File: src/hw/rtl/mthe_pkg.sv
// mthe_pkg: shared constants, types and helpers of the tree hash encoder
// used by the channel interfaces, the lanes, the merge stage and the top level
`default_nettype none

package mthe_pkg;

  // block configuration
  localparam int unsigned NUM_CODEBOOKS   = 16;
  localparam int unsigned TREE_DEPTH      = 4;

  // field widths
  localparam int unsigned FUNC_W          = 2;
  localparam int unsigned CB_W            = 4;
  localparam int unsigned LEVEL_W         = 2;
  localparam int unsigned NODE_W          = 4;
  localparam int unsigned VAL_W           = 16;
  localparam int unsigned BUCKET_W        = 4;
  localparam int unsigned THR_W           = 8;
  localparam int unsigned ACC_W           = 2 * VAL_W;

  localparam int unsigned NODES_PER_LEVEL = 1 << NODE_W;

  // rows actually addressable by the 4-bit codebook field
  localparam int unsigned CB_SLOTS = (NUM_CODEBOOKS < (1 << CB_W)) ? NUM_CODEBOOKS
                                                                   : (1 << CB_W);
  localparam int unsigned CB_AW    = (CB_SLOTS > 1) ? $clog2(CB_SLOTS) : 1;

  typedef enum logic [FUNC_W-1:0] {
    FUNC_LOAD_THR    = 2'd0,
    FUNC_LOAD_SCALE  = 2'd1,
    FUNC_LOAD_OFFSET = 2'd2,
    FUNC_ENCODE      = 2'd3
  } func_e_t;

  typedef logic signed [THR_W-1:0]           thr_t;
  typedef thr_t [NODES_PER_LEVEL-1:0]        thr_row_t;
  typedef logic [NODES_PER_LEVEL-1:0]        cmp_vec_t;
  typedef cmp_vec_t [TREE_DEPTH-1:0]         cmp_arr_t;

  // table write broadcast to every lane
  typedef struct packed {
    logic                    wr;
    func_e_t                 func;
    logic [CB_AW-1:0]        addr;
    logic [LEVEL_W-1:0]      level;
    logic [NODE_W-1:0]       node;
    logic signed [VAL_W-1:0] value;
  } load_cmd_t;

  // pipeline advance strobes shared by the lanes
  typedef struct packed {
    logic rd;
    logic mul;
    logic cmp;
  } stage_en_t;

  function automatic logic cb_in_range(input logic [CB_W-1:0] cb);
    return {{(32-CB_W){1'b0}}, cb} < 32'(NUM_CODEBOOKS);
  endfunction

  // saturate to the signed 8-bit range
  function automatic thr_t sat8(input logic signed [VAL_W:0] v);
    thr_t res;
    if (v > 17'sd127) begin
      res = 8'sd127;
    end else if (v < 17'sh1ff80) begin
      res = 8'sh80;
    end else begin
      res = v[THR_W-1:0];
    end
    return res;
  endfunction

endpackage

`default_nettype wire

File: src/hw/rtl/mthe_lane.sv
// mthe_lane: one tree level; holds its tables, scales/offsets the value,
// rounds, saturates and compares against every node threshold of the level
// depends on mthe_pkg
`default_nettype none

module mthe_lane import mthe_pkg::*; (
  input  wire logic                    clk,
  input  wire logic [LEVEL_W-1:0]      lane_id,
  input  wire load_cmd_t               ld,
  input  wire stage_en_t               en,
  input  wire logic [CB_AW-1:0]        rd_addr,
  input  wire logic signed [VAL_W-1:0] x_in,
  output logic [NODES_PER_LEVEL-1:0]   cmp_o
);

  thr_row_t                thr_mem_r   [CB_SLOTS];
  logic signed [VAL_W-1:0] scale_mem_r [CB_SLOTS];
  logic signed [VAL_W-1:0] off_mem_r   [CB_SLOTS];

  thr_row_t                thr_a_r;
  thr_row_t                thr_b_r;
  logic signed [VAL_W-1:0] x_a_r;
  logic signed [VAL_W-1:0] s_a_r;
  logic signed [VAL_W-1:0] o_a_r;
  logic signed [ACC_W-1:0] acc_r;
  logic signed [ACC_W-1:0] acc_nxt;
  logic signed [ACC_W-1:0] prod;
  logic [NODES_PER_LEVEL-1:0] cmp_r;
  logic [NODES_PER_LEVEL-1:0] cmp_nxt;

  logic signed [VAL_W-1:0] q;
  logic [VAL_W-1:0]        rem;
  logic                    inc;
  logic signed [VAL_W:0]   y;
  thr_t                    y_sat;

  // table writes and registered row read
  always_ff @(posedge clk) begin
    if (ld.wr && (ld.level == lane_id)) begin
      case (ld.func)
        FUNC_LOAD_THR:    thr_mem_r[ld.addr][ld.node] <= sat8({ld.value[VAL_W-1], ld.value});
        FUNC_LOAD_SCALE:  scale_mem_r[ld.addr] <= ld.value;
        FUNC_LOAD_OFFSET: off_mem_r[ld.addr]   <= ld.value;
        default: ;
      endcase
    end
    if (en.rd) begin
      thr_a_r <= thr_mem_r[rd_addr];
      s_a_r   <= scale_mem_r[rd_addr];
      o_a_r   <= off_mem_r[rd_addr];
      x_a_r   <= x_in;
    end
  end

  // x * s + o * 256, operands q8.8, sum q16.16
  assign prod    = x_a_r * s_a_r;
  assign acc_nxt = prod + $signed({{(ACC_W-VAL_W-8){o_a_r[VAL_W-1]}}, o_a_r, 8'd0});

  always_ff @(posedge clk) begin
    if (en.mul) begin
      acc_r   <= acc_nxt;
      thr_b_r <= thr_a_r;
    end
  end

  // round half to even, saturate, compare against all nodes
  always_comb begin
    q     = acc_r[ACC_W-1:VAL_W];
    rem   = acc_r[VAL_W-1:0];
    inc   = (rem > 16'h8000) || ((rem == 16'h8000) && q[0]);
    y     = $signed({q[VAL_W-1], q}) + $signed({{VAL_W{1'b0}}, inc});
    y_sat = sat8(y);
    for (int n = 0; n < NODES_PER_LEVEL; n++) begin
      cmp_nxt[n] = $signed(y_sat) > $signed(thr_b_r[n]);
    end
  end

  always_ff @(posedge clk) begin
    if (en.cmp) begin
      cmp_r <= cmp_nxt;
    end
  end

  assign cmp_o = cmp_r;

endmodule

`default_nettype wire

File: config.mk
export PLATFORM = sky130hd
export DESIGN_NAME = mthe_lane
export DESIGN_NICKNAME = d
export VERILOG_FILES = /design/src/hw/rtl/mthe_pkg.sv /design/src/hw/rtl/mthe_lane.sv
export SDC_FILE = /design/constraint.sdc
export NUM_CORES = 2
export LEC_CHECK = 0
export ABC_AREA = 1
export BUFFER_PORTS_ARGS = -buffer_cell sky130_fd_sc_hd__buf_2
export CAP_MARGIN = 10
export CORE_UTILIZATION = 41
export CTS_BUF_LIST = sky130_fd_sc_hd__clkbuf_16
export CTS_CLUSTER_DIAMETER = 120
export DETAILED_ROUTE_END_ITERATION = 7
export PLACE_DENSITY = 0.66
export SYNTH_ARGS = -nofsm -noshare
export SYNTH_HDL_FRONTEND = slang
export SYNTH_SLANG_ARGS = --single-unit
File: constraint.sdc
create_clock -name clk -period 30 [get_ports clk]
set_input_delay 6 -clock clk [delete_from_list [all_inputs] [get_ports clk]]
set_output_delay 6 -clock clk [all_outputs]
set_load 0.01 [all_outputs]
Word level (Yosys, flattened, before mapping)
Memories as Yosys holds them, arrays and structs flattened. A register that Yosys moved wholly into a read port is not among the register bits.
Index checks and enable logic that the tools add are counted.
{ "word_totals": {"out_inout_bits": 16, "n_memories": 3, "mem_bits_rw": 2560, "inputBits": 55, "ff_bits": 192, "wordCells": 74} }
{ "mem_list": {"columns": ["name", "depth", "word_bits", "rd", "rd_clocked_by_memory_dff", "wr", "line", "rtl"], "rows": [
  ["thr_mem_r", 16, 128, 1, 1, 1, "mthe_lane.sv:16", "thr_row_t thr_mem_r [CB_SLOTS];"],
  ["off_mem_r", 16, 16, 1, 1, 1, "mthe_lane.sv:18", "logic signed [VAL_W-1:0] off_mem_r [CB_SLOTS];"],
  ["scale_mem_r", 16, 16, 1, 1, 1, "mthe_lane.sv:17", "logic signed [VAL_W-1:0] scale_mem_r [CB_SLOTS];"]
]} }
{ "op_classes": {"n_mul": 1, "magnitude_cmp": 23, "mux": 17, "n_addsub": 2, "eq_ne": 4, "reduce_logical": 5} }
{ "op_table": {"columns": ["cell", "count"], "rows": [
  ["$gt A8 B8 Y1", 16],
  ["$mux W128", 1],
  ["$mux W8", 7],
  ["$add A32 B24 Y32", 1],
  ["$demux W8 S4", 1],
  ["$mul A16 B16 Y32", 1],
  ["$add A16 B2 Y17", 1],
  ["$gt A17 B8 Y1 const B", 1],
  ["$lt A17 B8 Y1 const B", 1],
  ["$eq A16 B16 Y1 const B", 1],
  ["$gt A16 B16 Y1 const B", 1],
  ["$gt A16 B8 Y1 const B", 1],
  ["$lt A16 B8 Y1 const B", 1],
  ["$mux W1", 8],
  ["$lt A4 B5 Y1 const B", 1],
  ["$ge A4 B1 Y1 const B", 1],
  ["$logic_and A1 B1 Y1", 3],
  ["$eq A2 B1 Y1 const B", 1],
  ["$eq A2 B2 Y1", 1],
  ["$eq A2 B2 Y1 const B", 1],
  ["$logic_not A2 Y1", 1],
  ["$logic_or A1 B1 Y1", 1]
]} }

Longest topological paths before layout
{ "depth": {"ltp_word": 8, "depth_mapped": 26, "ltp_nobuf": 24} }

Worst setup path after synthesis
No wires, ideal clock.
{ "synth_timing": {"path_kind": "input port to flip-flop", "start": "in ld[7] (netlist bit)", "end": "mem thr_mem_r[0][0] (netlist bit), data pin", "setup_slack_ns": 15.228, "n_path_buf": 0, "required_ns": 28.423, "arrival_ns": 13.195, "path_stages": 3, "setup_ns": 1.577, "cell_sequence": "nand4_1 -> o21a_1 -> a21oi_1"} }
{ "synth_via": {"elab_chain_cells": 5, "elab_cells_between_ends": 6, "cone_classes": "order compare: 2; mux: 4"} }
{ "synth_lines": {"columns": ["element", "line", "rtl"], "rows": [
  ["start, declared", "mthe_lane.sv:9", "input wire load_cmd_t ld,"],
  ["$lt A16 B8 Y1", "mthe_pkg.sv:66", "end else if (v < 17'sh1ff80) begin"],
  ["$mux W8", "mthe_pkg.sv:66", null],
  ["$mux W8 (*)", "mthe_pkg.sv:64", "if (v > 17'sd127) begin"],
  ["$mux W8 (*)", "mthe_lane.sv:40", "case (ld.func)"],
  ["$mux W8 (*)", "mthe_lane.sv:39", "if (ld.wr && (ld.level == lane_id)) begin"],
  ["end, declared", "mthe_lane.sv:16", null]
]} }
Mark *: on every way between the ends. The rest lies on a longest branch, timed or not. The select of a mux whose other input is x is not followed.

==> impl_metrics.py <==
metrics = {
    "clock_tree": {
        "cts_tree": "done",
        "ctsResizeCount": 0,
        "clk_pin_slew_ns": 0.06,
        "htree_levels": 5,
        "cts.sinks": 2912,
        "worstSkewPairLatency_ns": 0.92,
        "numCtsBuffers": 302,
        "ctsHoldBuffers": 0,
        "clockBufferDepth": 4,
        "cts_setup_buffers": 0,
        "cts_root_buf": "clkbuf_16",
    },
    "pwr": {
        "power.leakage_nw": 46.48,
        "irDropWorstVdd_mv": 0.2584,
        "powerDensity_nw_per_um2": 95.48,
    },
    "drt": {
        "first_pass_iters": 6,
        "antenna_left": 0,
        "highest_layer": "met5",
        "vias": 79164,
        "met3_length_um": 28050,
        "m1WireLength_um": 130400,
        "wl_per_cell_um": 24.02,
        "drt_iter0_markers": 9524,
        "vias_per_cell": 5.765,
        "drc_errors": 0,
        "wl_um": 329900,
        "wl_met2_um": 159200,
    },
    "place": {
        "post-place-ws_ns": 18.71,
        "hpwl_um": 180200,
        "placed_cell_area_sq_um": 129200,
        "gp_congestion": 0.8303,
        "port_buffers": 70,
    },
    "worst_setup_path": {
        "cp.required_ns": 30.71,
        "endpoint_kind": "flip-flop",
        "start_kind": "primary input",
        "cp_max_fo": 238,
        "cp.arrival_ns": 11.05,
        "path_class": "in2reg",
    },
    "floorplan": {
        "pin_count": 71,
        "die_h_um": 554.5,
        "fp-row-count": 202,
        "fp.dieW_um": 554.5,
        "initial_utilization_pct": 41.27,
        "coreArea_sq_um": 303300,
        "die_area_sq_um": 307500,
    },
    "logic_synthesis": {
        "synth-main-ff-cell": "edfxtp_1",
        "synth_seq_cells": 2912,
        "synth_top_cell_area_share_pct": 69.87,
        "ys_seq_area_share_pct": 69.87,
        "avgSynthCellArea_sq_um": 12.98,
        "muxShareOfSynthArea_pct": 0.1360,
        "synthAdderAreaFrac_pct": 6.626,
        "yosysWarnings": 0,
        "synth-edff-count": 2912,
        "postSynthCellCount": 9644,
        "synth_top_area_cell": "edfxtp_1",
        "synth_top_family_by_area": "compound AO/OA/AOI/OAI gates",
        "synth_area_sq_um": 125200,
        "synth.distinct_cells": 40,
        "synth_compound_area_share_pct": 11.21,
        "syn_nets": 10195,
        "synthXorXnorAreaFrac_pct": 0.3149,
        "yosys-top-cells-area": "edfxtp_1, o21ai_0, nor2_1",
        "synthArstFlopShare_pct": 0,
        "synthSimpleGateAreaFrac_pct": 7.912,
    },
    "timing": {
        "finalClockSkew_ns": 0.09565,
        "tightestPinTransition_ns": 1.271,
        "fmax_mhz": 96.68,
        "tns_ns": 0,
        "worst_slack_ns": 19.66,
        "min_period_ns": 10.34,
        "finalSetupViolCount": 0,
        "hold_violations": 0,
        "rsz0062_at_grt": "false",
        "period_share_pct": 34.48,
        "slew_viol_final": 0,
        "slew_headroom_pct": 15.18,
    },
    "finish": {
        "area_growth_pct": 10.96,
        "multi_input_area_sq_um": 33010,
        "fillers": 26305,
        "stdcell_area_sq_um": 138900,
        "register_area_sq_um": 87440,
        "nets": 10063,
        "drive_above_1_share_pct": 7.070,
    },
    "hold_path": {
        "hp-class": "reg2reg",
    },
    "grt": {
        "grt_max_degree": 239,
        "antenna_found_initial": 24,
        "first_global_vias": 78606,
        "grt_usage_pct": 20.92,
        "grt_overflow": 0,
        "grt_pass1_wl_um": 490800,
    },
    "flow_run": {
        "cap_violations": 0,
    },
    "run_status": {
        "outcome": "finished clean",
    },
}
## power by group
group / switching (mW) / internal (mW) / leakage [nW] / total (mW)
Clock: 1.58 / 2.09 / 4.96 / 3.67
Combinational: 3.12 / 1.65 / 16.1 / 4.78
Sequential: 0.0600 / 4.75 / 25.4 / 4.81
Total: 4.76 / 8.49 / 46.5 / 13.3
## layer usage
| layer | track usage (%) | vias up |
|---|---|---|
| met4 | 8.314 | 2 |
| met5 | 0 | - |
| li1 | - | 34815 |
| met1 | 27.54 | 39826 |
| met2 | 34.92 | 3853 |
| met3 | 2.986 | 668 |
## flip-flops by register name, indices dropped and copies added (netlist names)
register	flops
x_a_r	16
thr_b_r	128
s_a_r	16
scale_mem_r	256
o_a_r	16
acc_r	32
off_mem_r	256
thr_mem_r	2048
thr_a_r	128
cmp_o	16
## placed cells by master, fill, tap and decap left out, drive strengths merged, types with 20 or more instances in the layout
master,n
edfxtp,2912
nor2,1761
o21ai,1431
inv,685
nand2,566
o22ai,388
o221ai,315
clkbuf,308
fa,278
ha,218
buf,183
clkinv,136
nand3,127
a21oi,117
o211ai,84
nand4,35
xor2,32
bufinv,26
nor3,24
or2,20
## kinds of logic after synthesis
logic type / Yosys count
flops: 2912
simple gates: 2542
compound gates: 2395
buf+inv: 1237
fa+ha+maj: 496
xor+xnor: 45
mux: 17
## cells in the mapped netlist, types with 2 or more instances
| cell | instances |
|---|---|
| buf_6 | 8 |
| xnor2_1 | 13 |
| a21oi_1 | 117 |
| o21ai_1 | 3 |
| mux2i_1 | 17 |
| edfxtp_1 | 2912 |
| inv_2 | 2 |
| a21o_1 | 7 |
| o21ai_0 | 1428 |
| a31oi_1 | 3 |
| nor2_1 | 1761 |
| nand4_1 | 35 |
| clkbuf_1 | 454 |
| nand2_1 | 566 |
| inv_1 | 613 |
| xor2_1 | 32 |
| a21boi_0 | 3 |
| nor4_1 | 6 |
| o221ai_1 | 315 |
| ha_1 | 218 |
| o22ai_1 | 388 |
| buf_2 | 132 |
| buf_4 | 14 |
| buf_1 | 13 |
| nor3_2 | 2 |
| nand3_1 | 127 |
| o31ai_1 | 4 |
| o211ai_1 | 84 |
| nor3_1 | 22 |
| or2_2 | 20 |
| o21bai_1 | 8 |
| o32ai_1 | 15 |
| fa_1 | 278 |
| o21a_1 | 18 |
## worst paths after layout
| check | from | end | slack, ns | depth (start not counted) |
|---|---|---|---|---|
| worst max-delay path | rd_addr[0] | thr_a_r[52]$_DFFE_PP_ | 19.66 | 10 |
| worst min-delay path | thr_a_r[45]$_DFFE_PP_ | thr_b_r[45]$_DFFE_PP_ | 0.40 | 0 |
| worst max register to register | s_a_r[2]$_DFFE_PP_ | acc_r[26]$_DFFE_PP_ | 23.31 | 21 |
| worst min register to register | thr_a_r[45]$_DFFE_PP_ | thr_b_r[45]$_DFFE_PP_ | 0.40 | 0 |
## final cells by class
cell class | instances | share of cell area [%]
Clock buffer | 306 | 5.514
Sequential cell | 2912 | 62.97
Multi-Input combinational cell | 5495 | 23.77
Tap cell | 3978 | 3.584
Antenna cell | 7 | 0.01261
Timing Repair Buffer | 185 | 1.027
Inverter | 616 | 1.685
Clock inverter | 232 | 1.438
## worst max-delay path: stages
cell and delay, ns:
buf_8 0.16, inv_8 0.68, buf_4 0.81, buf_4 0.79
buf_12 0.66, buf_4 0.87, o21ai_0 0.17, o22ai_1 0.22
nor2_1 0.08, o32ai_1 0.24
## through the flow
step                power, mW  hold slack (ns)  utilization [%]  cells
CTS                     13.34           0.3939            45.77  13723
global placement        9.643           0.4006            42.59  13185
finish                  13.26           0.3966            45.79  13731
detailed placement      9.688           0.4045            42.59  13185
floorplan               8.184           0.4003                -   9644
global route            14.04           0.4110            45.78  13728
No activity file was read; power rests on OpenSTA's default activity.
