===== src/hw/rtl/mthe_pkg.sv =====
// mthe_pkg: shared constants, types and helpers of the tree hash encoder
// used by the channel interfaces, the lanes, the merge stage and the top level
`default_nettype none

package mthe_pkg;

  // block configuration
  localparam int unsigned NUM_CODEBOOKS   = 16;
  localparam int unsigned TREE_DEPTH      = 4;

  // field widths
  localparam int unsigned FUNC_W          = 2;
  localparam int unsigned CB_W            = 4;
  localparam int unsigned LEVEL_W         = 2;
  localparam int unsigned NODE_W          = 4;
  localparam int unsigned VAL_W           = 16;
  localparam int unsigned BUCKET_W        = 4;
  localparam int unsigned THR_W           = 8;
  localparam int unsigned ACC_W           = 2 * VAL_W;

  localparam int unsigned NODES_PER_LEVEL = 1 << NODE_W;

  // rows actually addressable by the 4-bit codebook field
  localparam int unsigned CB_SLOTS = (NUM_CODEBOOKS < (1 << CB_W)) ? NUM_CODEBOOKS
                                                                   : (1 << CB_W);
  localparam int unsigned CB_AW    = (CB_SLOTS > 1) ? $clog2(CB_SLOTS) : 1;

  typedef enum logic [FUNC_W-1:0] {
    FUNC_LOAD_THR    = 2'd0,
    FUNC_LOAD_SCALE  = 2'd1,
    FUNC_LOAD_OFFSET = 2'd2,
    FUNC_ENCODE      = 2'd3
  } func_e_t;

  typedef logic signed [THR_W-1:0]           thr_t;
  typedef thr_t [NODES_PER_LEVEL-1:0]        thr_row_t;
  typedef logic [NODES_PER_LEVEL-1:0]        cmp_vec_t;
  typedef cmp_vec_t [TREE_DEPTH-1:0]         cmp_arr_t;

  // table write broadcast to every lane
  typedef struct packed {
    logic                    wr;
    func_e_t                 func;
    logic [CB_AW-1:0]        addr;
    logic [LEVEL_W-1:0]      level;
    logic [NODE_W-1:0]       node;
    logic signed [VAL_W-1:0] value;
  } load_cmd_t;

  // pipeline advance strobes shared by the lanes
  typedef struct packed {
    logic rd;
    logic mul;
    logic cmp;
  } stage_en_t;

  function automatic logic cb_in_range(input logic [CB_W-1:0] cb);
    return {{(32-CB_W){1'b0}}, cb} < 32'(NUM_CODEBOOKS);
  endfunction

  // saturate to the signed 8-bit range
  function automatic thr_t sat8(input logic signed [VAL_W:0] v);
    thr_t res;
    if (v > 17'sd127) begin
      res = 8'sd127;
    end else if (v < 17'sh1ff80) begin
      res = 8'sh80;
    end else begin
      res = v[THR_W-1:0];
    end
    return res;
  endfunction

endpackage

`default_nettype wire


===== src/hw/rtl/mthe_if.sv =====
// mthe_if: valid/ready channel interfaces of the tree hash encoder
// depends on mthe_pkg for field widths
`default_nettype none


interface mthe_out_if import mthe_pkg::*; ();
  logic                valid;
  logic                ready;
  logic [CB_W-1:0]     code_codebook;
  logic [BUCKET_W-1:0] bucket_code;

  modport source (output valid, code_codebook, bucket_code, input ready);
  modport sink   (input valid, code_codebook, bucket_code, output ready);
endinterface

`default_nettype wire


===== src/hw/rtl/mthe_merge.sv =====
// mthe_merge: walks the tree over the per-level compare vectors and holds
// the result word for the output channel; depends on mthe_pkg and mthe_if
`default_nettype none

module mthe_merge import mthe_pkg::*; (
  input  wire logic            clk,
  input  wire logic            rst_n,
  input  wire cmp_arr_t        cmp_i,
  input  wire logic            v_i,
  input  wire logic [CB_W-1:0] cb_i,
  output logic                 rdy_o,
  mthe_out_if.source           out_word
);

  logic                out_valid_r;
  logic                out_valid_nxt;
  logic [CB_W-1:0]     cb_r;
  logic [BUCKET_W-1:0] bucket_r;
  logic [BUCKET_W-1:0] bucket;

  // each level picks the bit of the node reached so far
  always_comb begin
    bucket = '0;
    for (int l = 0; l < TREE_DEPTH; l++) begin
      bucket = {bucket[BUCKET_W-2:0], cmp_i[l][bucket]};
    end
  end

  assign rdy_o         = !out_valid_r || out_word.ready;
  assign out_valid_nxt = (v_i && rdy_o) || (out_valid_r && !out_word.ready);

  always_ff @(posedge clk) begin
    if (!rst_n) begin
      out_valid_r <= 1'b0;
    end else begin
      out_valid_r <= out_valid_nxt;
    end
  end

  always_ff @(posedge clk) begin
    if (v_i && rdy_o) begin
      cb_r     <= cb_i;
      bucket_r <= bucket;
    end
  end

  assign out_word.valid         = out_valid_r;
  assign out_word.code_codebook = cb_r;
  assign out_word.bucket_code   = bucket_r;

endmodule

`default_nettype wire

===== src/flat_wrapper.sv =====
// flat-port wrapper written by rule: the top's interface ports become plain ports
module mthe_merge_flat import mthe_pkg::*;
  (clk, rst_n, cmp_i, v_i, cb_i, rdy_o, out_word_valid, out_word_code_codebook, out_word_bucket_code, out_word_ready);
  mthe_out_if out_word_i ();
  input  wire logic clk;
  input  wire logic rst_n;
  input  wire cmp_arr_t cmp_i;
  input  wire logic v_i;
  input  wire logic [CB_W-1:0] cb_i;
  output logic rdy_o;
  output wire logic [$bits(out_word_i.valid)-1:0] out_word_valid;
  output wire logic [$bits(out_word_i.code_codebook)-1:0] out_word_code_codebook;
  output wire logic [$bits(out_word_i.bucket_code)-1:0] out_word_bucket_code;
  input wire logic [$bits(out_word_i.ready)-1:0] out_word_ready;
  assign out_word_valid = out_word_i.valid;
  assign out_word_code_codebook = out_word_i.code_codebook;
  assign out_word_bucket_code = out_word_i.bucket_code;
  assign out_word_i.ready = out_word_ready;
  mthe_merge u_core (.clk(clk), .rst_n(rst_n), .cmp_i(cmp_i), .v_i(v_i), .cb_i(cb_i), .rdy_o(rdy_o), .out_word(out_word_i));
endmodule

===== config.mk =====
export PLATFORM = sky130hd
export DESIGN_NAME = mthe_merge_flat
export DESIGN_NICKNAME = d
export VERILOG_FILES = /design/src/hw/rtl/mthe_pkg.sv /design/src/hw/rtl/mthe_if.sv /design/src/hw/rtl/mthe_merge.sv /design/src/flat_wrapper.sv
export SDC_FILE = /design/constraint.sdc
export NUM_CORES = 1
export LEC_CHECK = 0
export ABC_AREA = 1
export BUFFER_PORTS_ARGS = -buffer_cell sky130_fd_sc_hd__buf_2
export CAP_MARGIN = 40
export CORE_MARGIN = 5
export CORE_UTILIZATION = 28
export DETAILED_ROUTE_END_ITERATION = 12
export HOLD_SLACK_MARGIN = 0.1
export PLACE_DENSITY = 0.89
export SYNTH_ARGS = -nofsm -noshare
export SYNTH_HDL_FRONTEND = slang
export SYNTH_SLANG_ARGS = --single-unit
export TNS_END_PERCENT = 10

===== constraint.sdc =====
create_clock -name clk -period 2.8 [get_ports clk]
set_input_delay 0.56 -clock clk [delete_from_list [all_inputs] [get_ports clk]]
set_output_delay 0.56 -clock clk [all_outputs]
set_load 0.005 [all_outputs]

---- Yosys cells after proc, flatten, opt, wreduce, memory -nomap -nowiden ----
Index checks and enable logic that the tools add are counted.
word-level totals
  logic and storage cells ................. 18
  register bits after elaboration ......... 9
  input port bits ......................... 72
  output and inout bits ................... 10
operators by class
  $lt $le $gt $ge ......................... 3
  reduce and logical (&&, ||, !) cells .... 6
  multiplexer cells ....................... 6
operator list
  operator                                                    number
  less-than comparator 1 x 5 -> 1 bit, second input constant  1
  less-than comparator 2 x 5 -> 1 bit, second input constant  1
  less-than comparator 3 x 5 -> 1 bit, second input constant  1
  2-to-1 mux 1 bit                                            4
  binary-select mux 1 bit (select 3 bit)                      1
  binary-select mux 1 bit (select 2 bit)                      1
  logical AND 1 bit                                           2
  zero test 1 bit                                             2
  logical OR 1 bit                                            2

---- Logic depth before layout (Yosys ltp) ----
Gate-level depths: netlist (run 1).
  depth in word-level cells ............... 6
  depth in mapped cells ................... 10

---- Worst setup path after synthesis (run 1) ----
OpenSTA, ideal clock, no wires.
  path type ............................... input -> register
  start ................................... input cmp_i[33] (netlist bit)
  end ..................................... register u_core.bucket_r[0] (netlist: u_core.out_word.bucket_code[0]) (data pin)
  buffers on the path ..................... 0
  cell stages on the path ................. 8
  setup time .............................. 252 ps
  path slack .............................. 1373 ps
  data arrival time ....................... 1174 ps
  required time ........................... 2548 ps
  cell sequence ........................... a21oi_1 nand2_4 nand2_4 nand2_1 nand3_1 nand2_1 nand2_1 nand2_1
between the ends
  word-level cells in the longest chain between the ends .. 4
ends and longest elaborated chain
  element                                 RTL line           RTL
  from (decl)                             flat_wrapper.sv:7  input wire cmp_arr_t cmp_i;
  binary-select mux 1 bit (select 2 bit)  mthe_merge.sv:25   bucket = {bucket[BUCKET_W-2:0], cmp_i[l][bucket]};
  2-to-1 mux 1 bit (not written as such)  mthe_merge.sv:25
  binary-select mux 1 bit (select 3 bit)  mthe_merge.sv:25
  2-to-1 mux 1 bit (not written as such)  mthe_merge.sv:25
  named net u_core.bucket[0]              mthe_merge.sv:19   logic [BUCKET_W-1:0] bucket;
  to (signal assigned)                    mthe_merge.sv:43   bucket_r <= bucket;
  to (decl)                               mthe_merge.sv:18   logic [BUCKET_W-1:0] bucket_r;
The timed path passes the listed nets, and every way through them passes these cells. The select of a mux whose other input is x is not followed.
A chain may end at the register's enable or synchronous reset.

---- Worst setup path after layout (run 1) ----
  start ................................... input out_word_ready
  end ..................................... output rdy_o
between the ends
  word-level cells in the longest chain between the ends .. 1
ends and longest elaborated chain
  element           RTL line            RTL
  from (decl)       flat_wrapper.sv:14  input wire logic [$bits(out_word_i.ready)-1:0] out_word_ready;
  logical OR 1 bit  mthe_merge.sv:29    assign rdy_o = !out_valid_r || out_word.ready;
  to (decl)         flat_wrapper.sv:10  output logic rdy_o;
No other way between the ends.

==> results of run 1 <==
[cells by family after synthesis]
| family | after synthesis |
|---|---|
| flops | 9 |
| compound gates | 4 |
| buf+inv | 10 |
| simple gates | 26 |
[flip-flops by register name, summed over array words and instances (netlist names)]
name / flops
u_core.out_word.bucket_code: 4
u_core.out_word.code_codebook: 4
u_core.out_word.valid: 1
[power groups by stage]
stage | sequential [mW] | clock, mW | combinational [mW]
after global routing | 0.160 | 0.111 | 0.0702
after global placement | 0.162 | 0 | 0.0606
final | 0.160 | 0.0962 | 0.0624
after detailed placement | 0.163 | 0 | 0.0634
after floorplan | 0.164 | 0 | 0.0312
after CTS | 0.160 | 0.0999 | 0.0636
[cell usage in the layout (no fill, tap or decap)]
cell / count
a21boi_0: 1
a21oi_1: 2
a21oi_2: 1
buf_2: 32
clkbuf_1: 1
clkbuf_4: 3
dfxtp_1: 1
edfxtp_1: 8
inv_1: 9
inv_2: 1
nand2_1: 11
nand2_2: 3
nand2_4: 2
nand3_1: 7
nand3b_1: 3
[metal layers]
layer	share of wire, %	GRT usage [%]	up-vias	routed length, um
met5	0	0	-	0
met4	0	5.11	0	0
met3	15	3.85	0	162
met2	40	11.4	28	428
met1	45	11.2	182	474
li1	-	-	233	-
[path summary, 6_finish.rpt]
kind                              start                               end  slack (ns)  cells after the start
hold / removal                  cb_i[1]  u_core.out_word.code_codebook[1]        0.48                      1
setup / recovery         out_word_ready                             rdy_o        1.35                      4
hold reg to reg   u_core.out_word.valid             u_core.out_word.valid        0.51                      2
setup reg to reg  u_core.out_word.valid    u_core.out_word.bucket_code[0]        1.51                      1
[layout make-up]
cell class                      count  area, um^2  area share [%]
Inverter                           10        37.5            5.60
Tap cell                           16        20.0            2.99
Sequential cell                     9         260            38.8
Timing Repair Buffer               32         160            23.9
Multi-Input combinational cell     30         166            24.8
Clock buffer                        4        26.3            3.92
[stage by stage]
step / worst slack [ns] / total power, mW / std cells
final: 1.35 / 0.318 / 101
after global routing: 1.31 / 0.342 / 101
after CTS: 1.35 / 0.323 / 101
after detailed placement: 1.13 / 0.226 / 97
after global placement: 1.19 / 0.223 / 97
after floorplan: 1.37 / 0.195 / 49
==> impl_metrics.csv, run 1 <==
group,metric,value,unit
run_status,status,"completed",
yosys,synth_fa_ha_area_share,0,%
power,p_clk_share,30.2,%
yosys,postSynthAreaPerCell,9.47,um^2
sta,final_hold_viol_count,0,
cts,clockBufferDepth,2,
yosys,dominantRegCellSynth,"edfxtp_1",
yosys,async_flop_share,0,%
cts,cts_buffers,3,
floorplanning,die-area,2570,um^2
floorplanning,die_x,50.7,um
sta,whs,0.481,ns
yosys,ys_top_cells_by_count,"nand2_1, inv_1, edfxtp_1",
cells_and_area,area_growth,44.5,%
power,peakVddDrop,0.140,mV
cts,cts_hold_buf,0,
worst_setup_path,arrival,0.89,ns
floorplanning,core-area,1540,um^2
worst_setup_path,worstPathMaxFanout,2,
floorplanning,num_io_pins,82,
sta,period_minus_slack,1.45,ns
yosys,synth-compound-area-share,5.66,%
cells_and_area,final_util,43.5,%
routing,drtIter0Drc,7,
cts,cts_resized,0,
floorplanning,initial_utilization,30.1,%
power,p_leak,0.358,nW
routing,dr_total_vias,443,
cts,post_cts_buffers,0,
cts,tritoncts,"yes",
grt,antenna_found_initial,0,
yosys,synthMuxAreaShare,0,%
yosys,yosysTopAreaCell,"edfxtp_1",
power,powerDensity,474,nW/um^2
floorplanning,die_y,50.7,um
sta,rsz0062_at_grt,"false",
yosys,yosys.area_share.xor_xnor,0,%
sta,setup_viol,0,
yosys,synth-edff-count,8,
power,intPower,242,uW
place,dp_hpwl,935,um
cts,htree_levels,1,
routing,vias_per_cell,4.39,
routing,routed_wl,1070,um
sta,max_slew_margin,50.5,%
cts,cts-root-buf,"clkbuf_4",
yosys,seq_area_frac_synth,56.1,%
sta,fmax,691,MHz
power,seqPwrFrac,50.1,%
routing,drt-pass1-iter-count,4,
cts,cts.sinks,9,
yosys,synth_most_common_cell,"nand2_1",
worst_setup_path,required,2.24,ns
grt,grt_pass1_wl,1680,um
yosys,synthSimpleGateAreaFrac,30.2,%
yosys,yosysUniqueCellTypes,12,
run,maxCapViolations,0,
sta,finalMaxSlewViolations,0,
routing,route.antenna.remaining_nets,0,
grt,grt_overflow,0,
min_path,hold_path.class,"in -> reg",
yosys,synth_area_leaders,"edfxtp_1, nand2_1, nand3_1",
sta,worst_slew_pin_slew,0.742,ns
cts,clk_pin_slew_worst_paths,0.06,ns
sta,period_share,51.7,%
yosys,synth-seq-cells,9,
routing,drc,0,
worst_setup_path,setup.worst_path.end_class,"primary output",
place,place.gp.congestion,0.655,
yosys,synth_top_family_by_area,"simple AND/OR/NAND/NOR gates",
cts,clkLatencyLatePin,0.25,ns
worst_setup_path,cp_common_cell,"buf_2",
cells_and_area,fillCellCount,168,
sta,finClkSkew,0.00483,ns
yosys,synthCells,49,
grt,grt_max_degree,9,
worst_setup_path,crit_path_start_kind,"input pin",
place,io_buffers,32,
worst_setup_path,path_buf_inv,3,
cells_and_area,finalInstanceArea,671,um^2
worst_setup_path,crit_type,"in -> out",
grt,gr-usage-all-layers,8.55,%
worst_setup_path,critical_path.top_delay_family,"buffers and inverters",
yosys,netlist_area,464,um^2
power,p_switching,76.5,uW
yosys,yosysWarnings,0,
yosys,netlist.area_leader.share,51.8,%
grt,grt_pass1_vias,385,
power,pwr-share-comb,19.6,%
worst_setup_path,slowest_stage,"buf_2",
cells_and_area,drive_above_1_share,49.4,%
place,dpl-instance-area,644,um^2
floorplanning,fp-row-count,14,
cells_and_area,antennaDiodeCount,0,
sta,finalSetupTns,0,ns
cells_and_area,nets,158,
routing,wl_per_cell,10.5,um
worst_setup_path,critical-path-max-stage-delay,0.12,ns
worst_setup_path,crit_chain,"buf_2, inv_1, nand2_1, buf_2",
yosys,synth_nets,121,
power,swShare,24.0,%
Power figures use the tool's default switching activity.
==> run 2: changes to the inputs <==
- CORE_UTILIZATION: 28 -> 26
- PLACE_DENSITY: 0.89 -> 0.84
- clock period: 2.8 -> 1.4 ns (I/O delays scaled with it)
==> run 2 against run 1 <==
  * Count of clock-buffer cells in the layout is the same
  * First-iteration DRC count shrank 57%
  * Combinational power grew 110%
  * Global-route usage shrank 0.66 points
  * Largest cell class unchanged
  * Largest power group unchanged
==> impl_metrics.csv, run 2 (synthesized netlist as in run 1, its figures left out) <==
group,metric,value,unit
floorplanning,initial_utilization,27.2,%
worst_setup_path,arrival,1.12,ns
run_status,status,"completed",
worst_setup_path,slowest_stage,"a21oi_1",
worst_setup_path,r2r-start,"u_core.out_word.valid",
routing,dr_total_vias,460,
sta,final_hold_viol_count,0,
cts,htree_levels,1,
power,seqPwrFrac,50.4,%
grt,grt_overflow,0,
worst_setup_path,setup.worst_path.end_class,"register",
power,peakVddDrop,0.380,mV
worst_setup_path,crit_type,"in -> reg",
grt,grt_pass1_vias,421,
sta,setup_viol,0,
power,p_clk_share,29.4,%
grt,gr-usage-all-layers,7.89,%
min_path,hold_path_depth,1,
worst_setup_path,crit_path_start_kind,"input pin",
worst_setup_path,r2r_setup_slack,0.45,ns
min_path,hp-start,"cb_i[1]",
grt,grt_max_degree,9,
cts,clk_pin_slew_worst_paths,0.06,ns
sta,finalSetupTns,0,ns
worst_setup_path,worstPathMaxFanout,5,
floorplanning,fp-row-count,15,
floorplanning,die_x,52.3,um
worst_setup_path,required,1.40,ns
cells_and_area,final_cell_mix,"buf_2, nand2_1, inv_1, edfxtp_1, nand3_1",
routing,drtIter0Drc,3,
cts,clockBufferDepth,2,
sta,fmax,897,MHz
power,pwr-share-comb,20.2,%
routing,drc,0,
place,dp_hpwl,940,um
sta,rsz0062_at_grt,"false",
routing,routed_wl,1060,um
place,io_buffers,32,
sta,max_slew_margin,82.8,%
cts,tritoncts,"yes",
power,swShare,23.4,%
sta,period_minus_slack,1.11,ns
min_path,hold_path.class,"in -> reg",
power,intPower,485,uW
place,place.gp.congestion,0.717,
worst_setup_path,critical-path-max-stage-delay,0.23,ns
sta,period_share,79.6,%
cells_and_area,fillCellCount,173,
grt,antenna_found_initial,0,
floorplanning,die_y,52.3,um
min_path,hold_end,"u_core.out_word.code_codebook[1]",
floorplanning,core-area,1710,um^2
cells_and_area,drive_above_1_share,50.0,%
worst_setup_path,r2r.worst_path.cells,2,
cts,clkLatencyLatePin,0.25,ns
cts,cts_buffers,3,
cts,post_cts_buffers,0,
routing,route.antenna.remaining_nets,0,
cells_and_area,final_common_cell,"buf_2",
cts,cts_resized,0,
cells_and_area,area_growth,48.5,%
routing,wl_per_cell,9.50,um
cts,cts_hold_buf,0,
cts,cts.sinks,9,
sta,finClkSkew,0.00143,ns
sta,whs,0.206,ns
worst_setup_path,crit_chain,"buf_2, a21oi_1, nand2_4, nand2_4, nand2_1, nand3_1, nand2_1, nand2_1, nand2_1",
floorplanning,die-area,2730,um^2
worst_setup_path,cp_common_cell,"nand2_1",
cts,cts-root-buf,"clkbuf_4",
sta,finalMaxSlewViolations,0,
sta,worst_slew_pin_slew,0.259,ns
floorplanning,num_io_pins,82,
routing,drt-pass1-iter-count,4,
power,p_switching,148,uW
power,powerDensity,919,nW/um^2
power,p_leak,0.362,nW
run,maxCapViolations,0,
cells_and_area,nets,159,
worst_setup_path,r2r_end,"u_core.out_word.bucket_code[0]",
routing,vias_per_cell,4.14,
cells_and_area,antennaDiodeCount,0,
grt,grt_pass1_wl,1610,um
## run 2: cell type report
| cell class | count | area, um^2 | area share [%] |
|---|---|---|---|
| inverters | 10 | 37.5 | 5.44 |
| well taps | 25 | 31.3 | 4.54 |
| repair buffers | 33 | 168 | 24.3 |
| flip-flops and latches | 9 | 260 | 37.7 |
| clock buffers | 4 | 26.3 | 3.81 |
| multi-input cells | 30 | 166 | 24.1 |
## run 2: worst max path at each step
stage / end / start / cells past startpoint / slack [ns]
global route: u_core.out_word.bucket_code[0] / cmp_i[0] / 11 / 0.19
CTS: u_core.out_word.bucket_code[0] / cmp_i[0] / 9 / 0.28
floorplan: u_core.out_word.bucket_code[0] / u_core.out_word.valid / 1 / 0.24
detailed placement: u_core.out_word.bucket_code[0] / cmp_i[0] / 9 / 0.009
finish: u_core.out_word.bucket_code[0] / cmp_i[0] / 9 / 0.29
global placement: u_core.out_word.bucket_code[0] / cmp_i[0] / 11 / 0.06
## run 2: stage by stage
| step | cells | power, mW | util (%) | instance area, um^2 | setup WS, ns |
|---|---|---|---|---|---|
| floorplan | 49 | 0.391 | - | 464 | 0.238 |
| finish | 111 | 0.633 | 40.4 | 689 | 0.286 |
| global placement | 107 | 0.449 | 38.8 | 663 | 0.0576 |
| global route | 111 | 0.671 | 40.4 | 689 | 0.189 |
| CTS | 111 | 0.645 | 40.4 | 689 | 0.279 |
| detailed placement | 107 | 0.455 | 38.8 | 663 | 0.00937 |
## run 2: routing by layer
metal  GRT usage [%]  routed length, um
met2            14.6                500
met5               0                  0
met1            7.76                398
met4            3.83                  6
met3            2.56                150
## run 2: power by group through the flow
stage	Clock [mW]	Combinational [mW]	Sequential [mW]
3_5_place_dp	0	0.130	0.325
3_3_place_gp	0	0.125	0.324
6_report	0.186	0.128	0.319
2_1_floorplan	0	0.0624	0.328
4_1_cts	0.196	0.131	0.319
5_1_grt	0.207	0.143	0.321
## run 2: worst max-delay path: cells and delay by family
| kind | cells | cell delay [ns] |
|---|---|---|
| AO/OA/AOI/OAI | 1 | 0.23 |
| AND/OR/NAND/NOR | 7 | 0.47 |
| buffers and inverters | 1 | 0.13 |
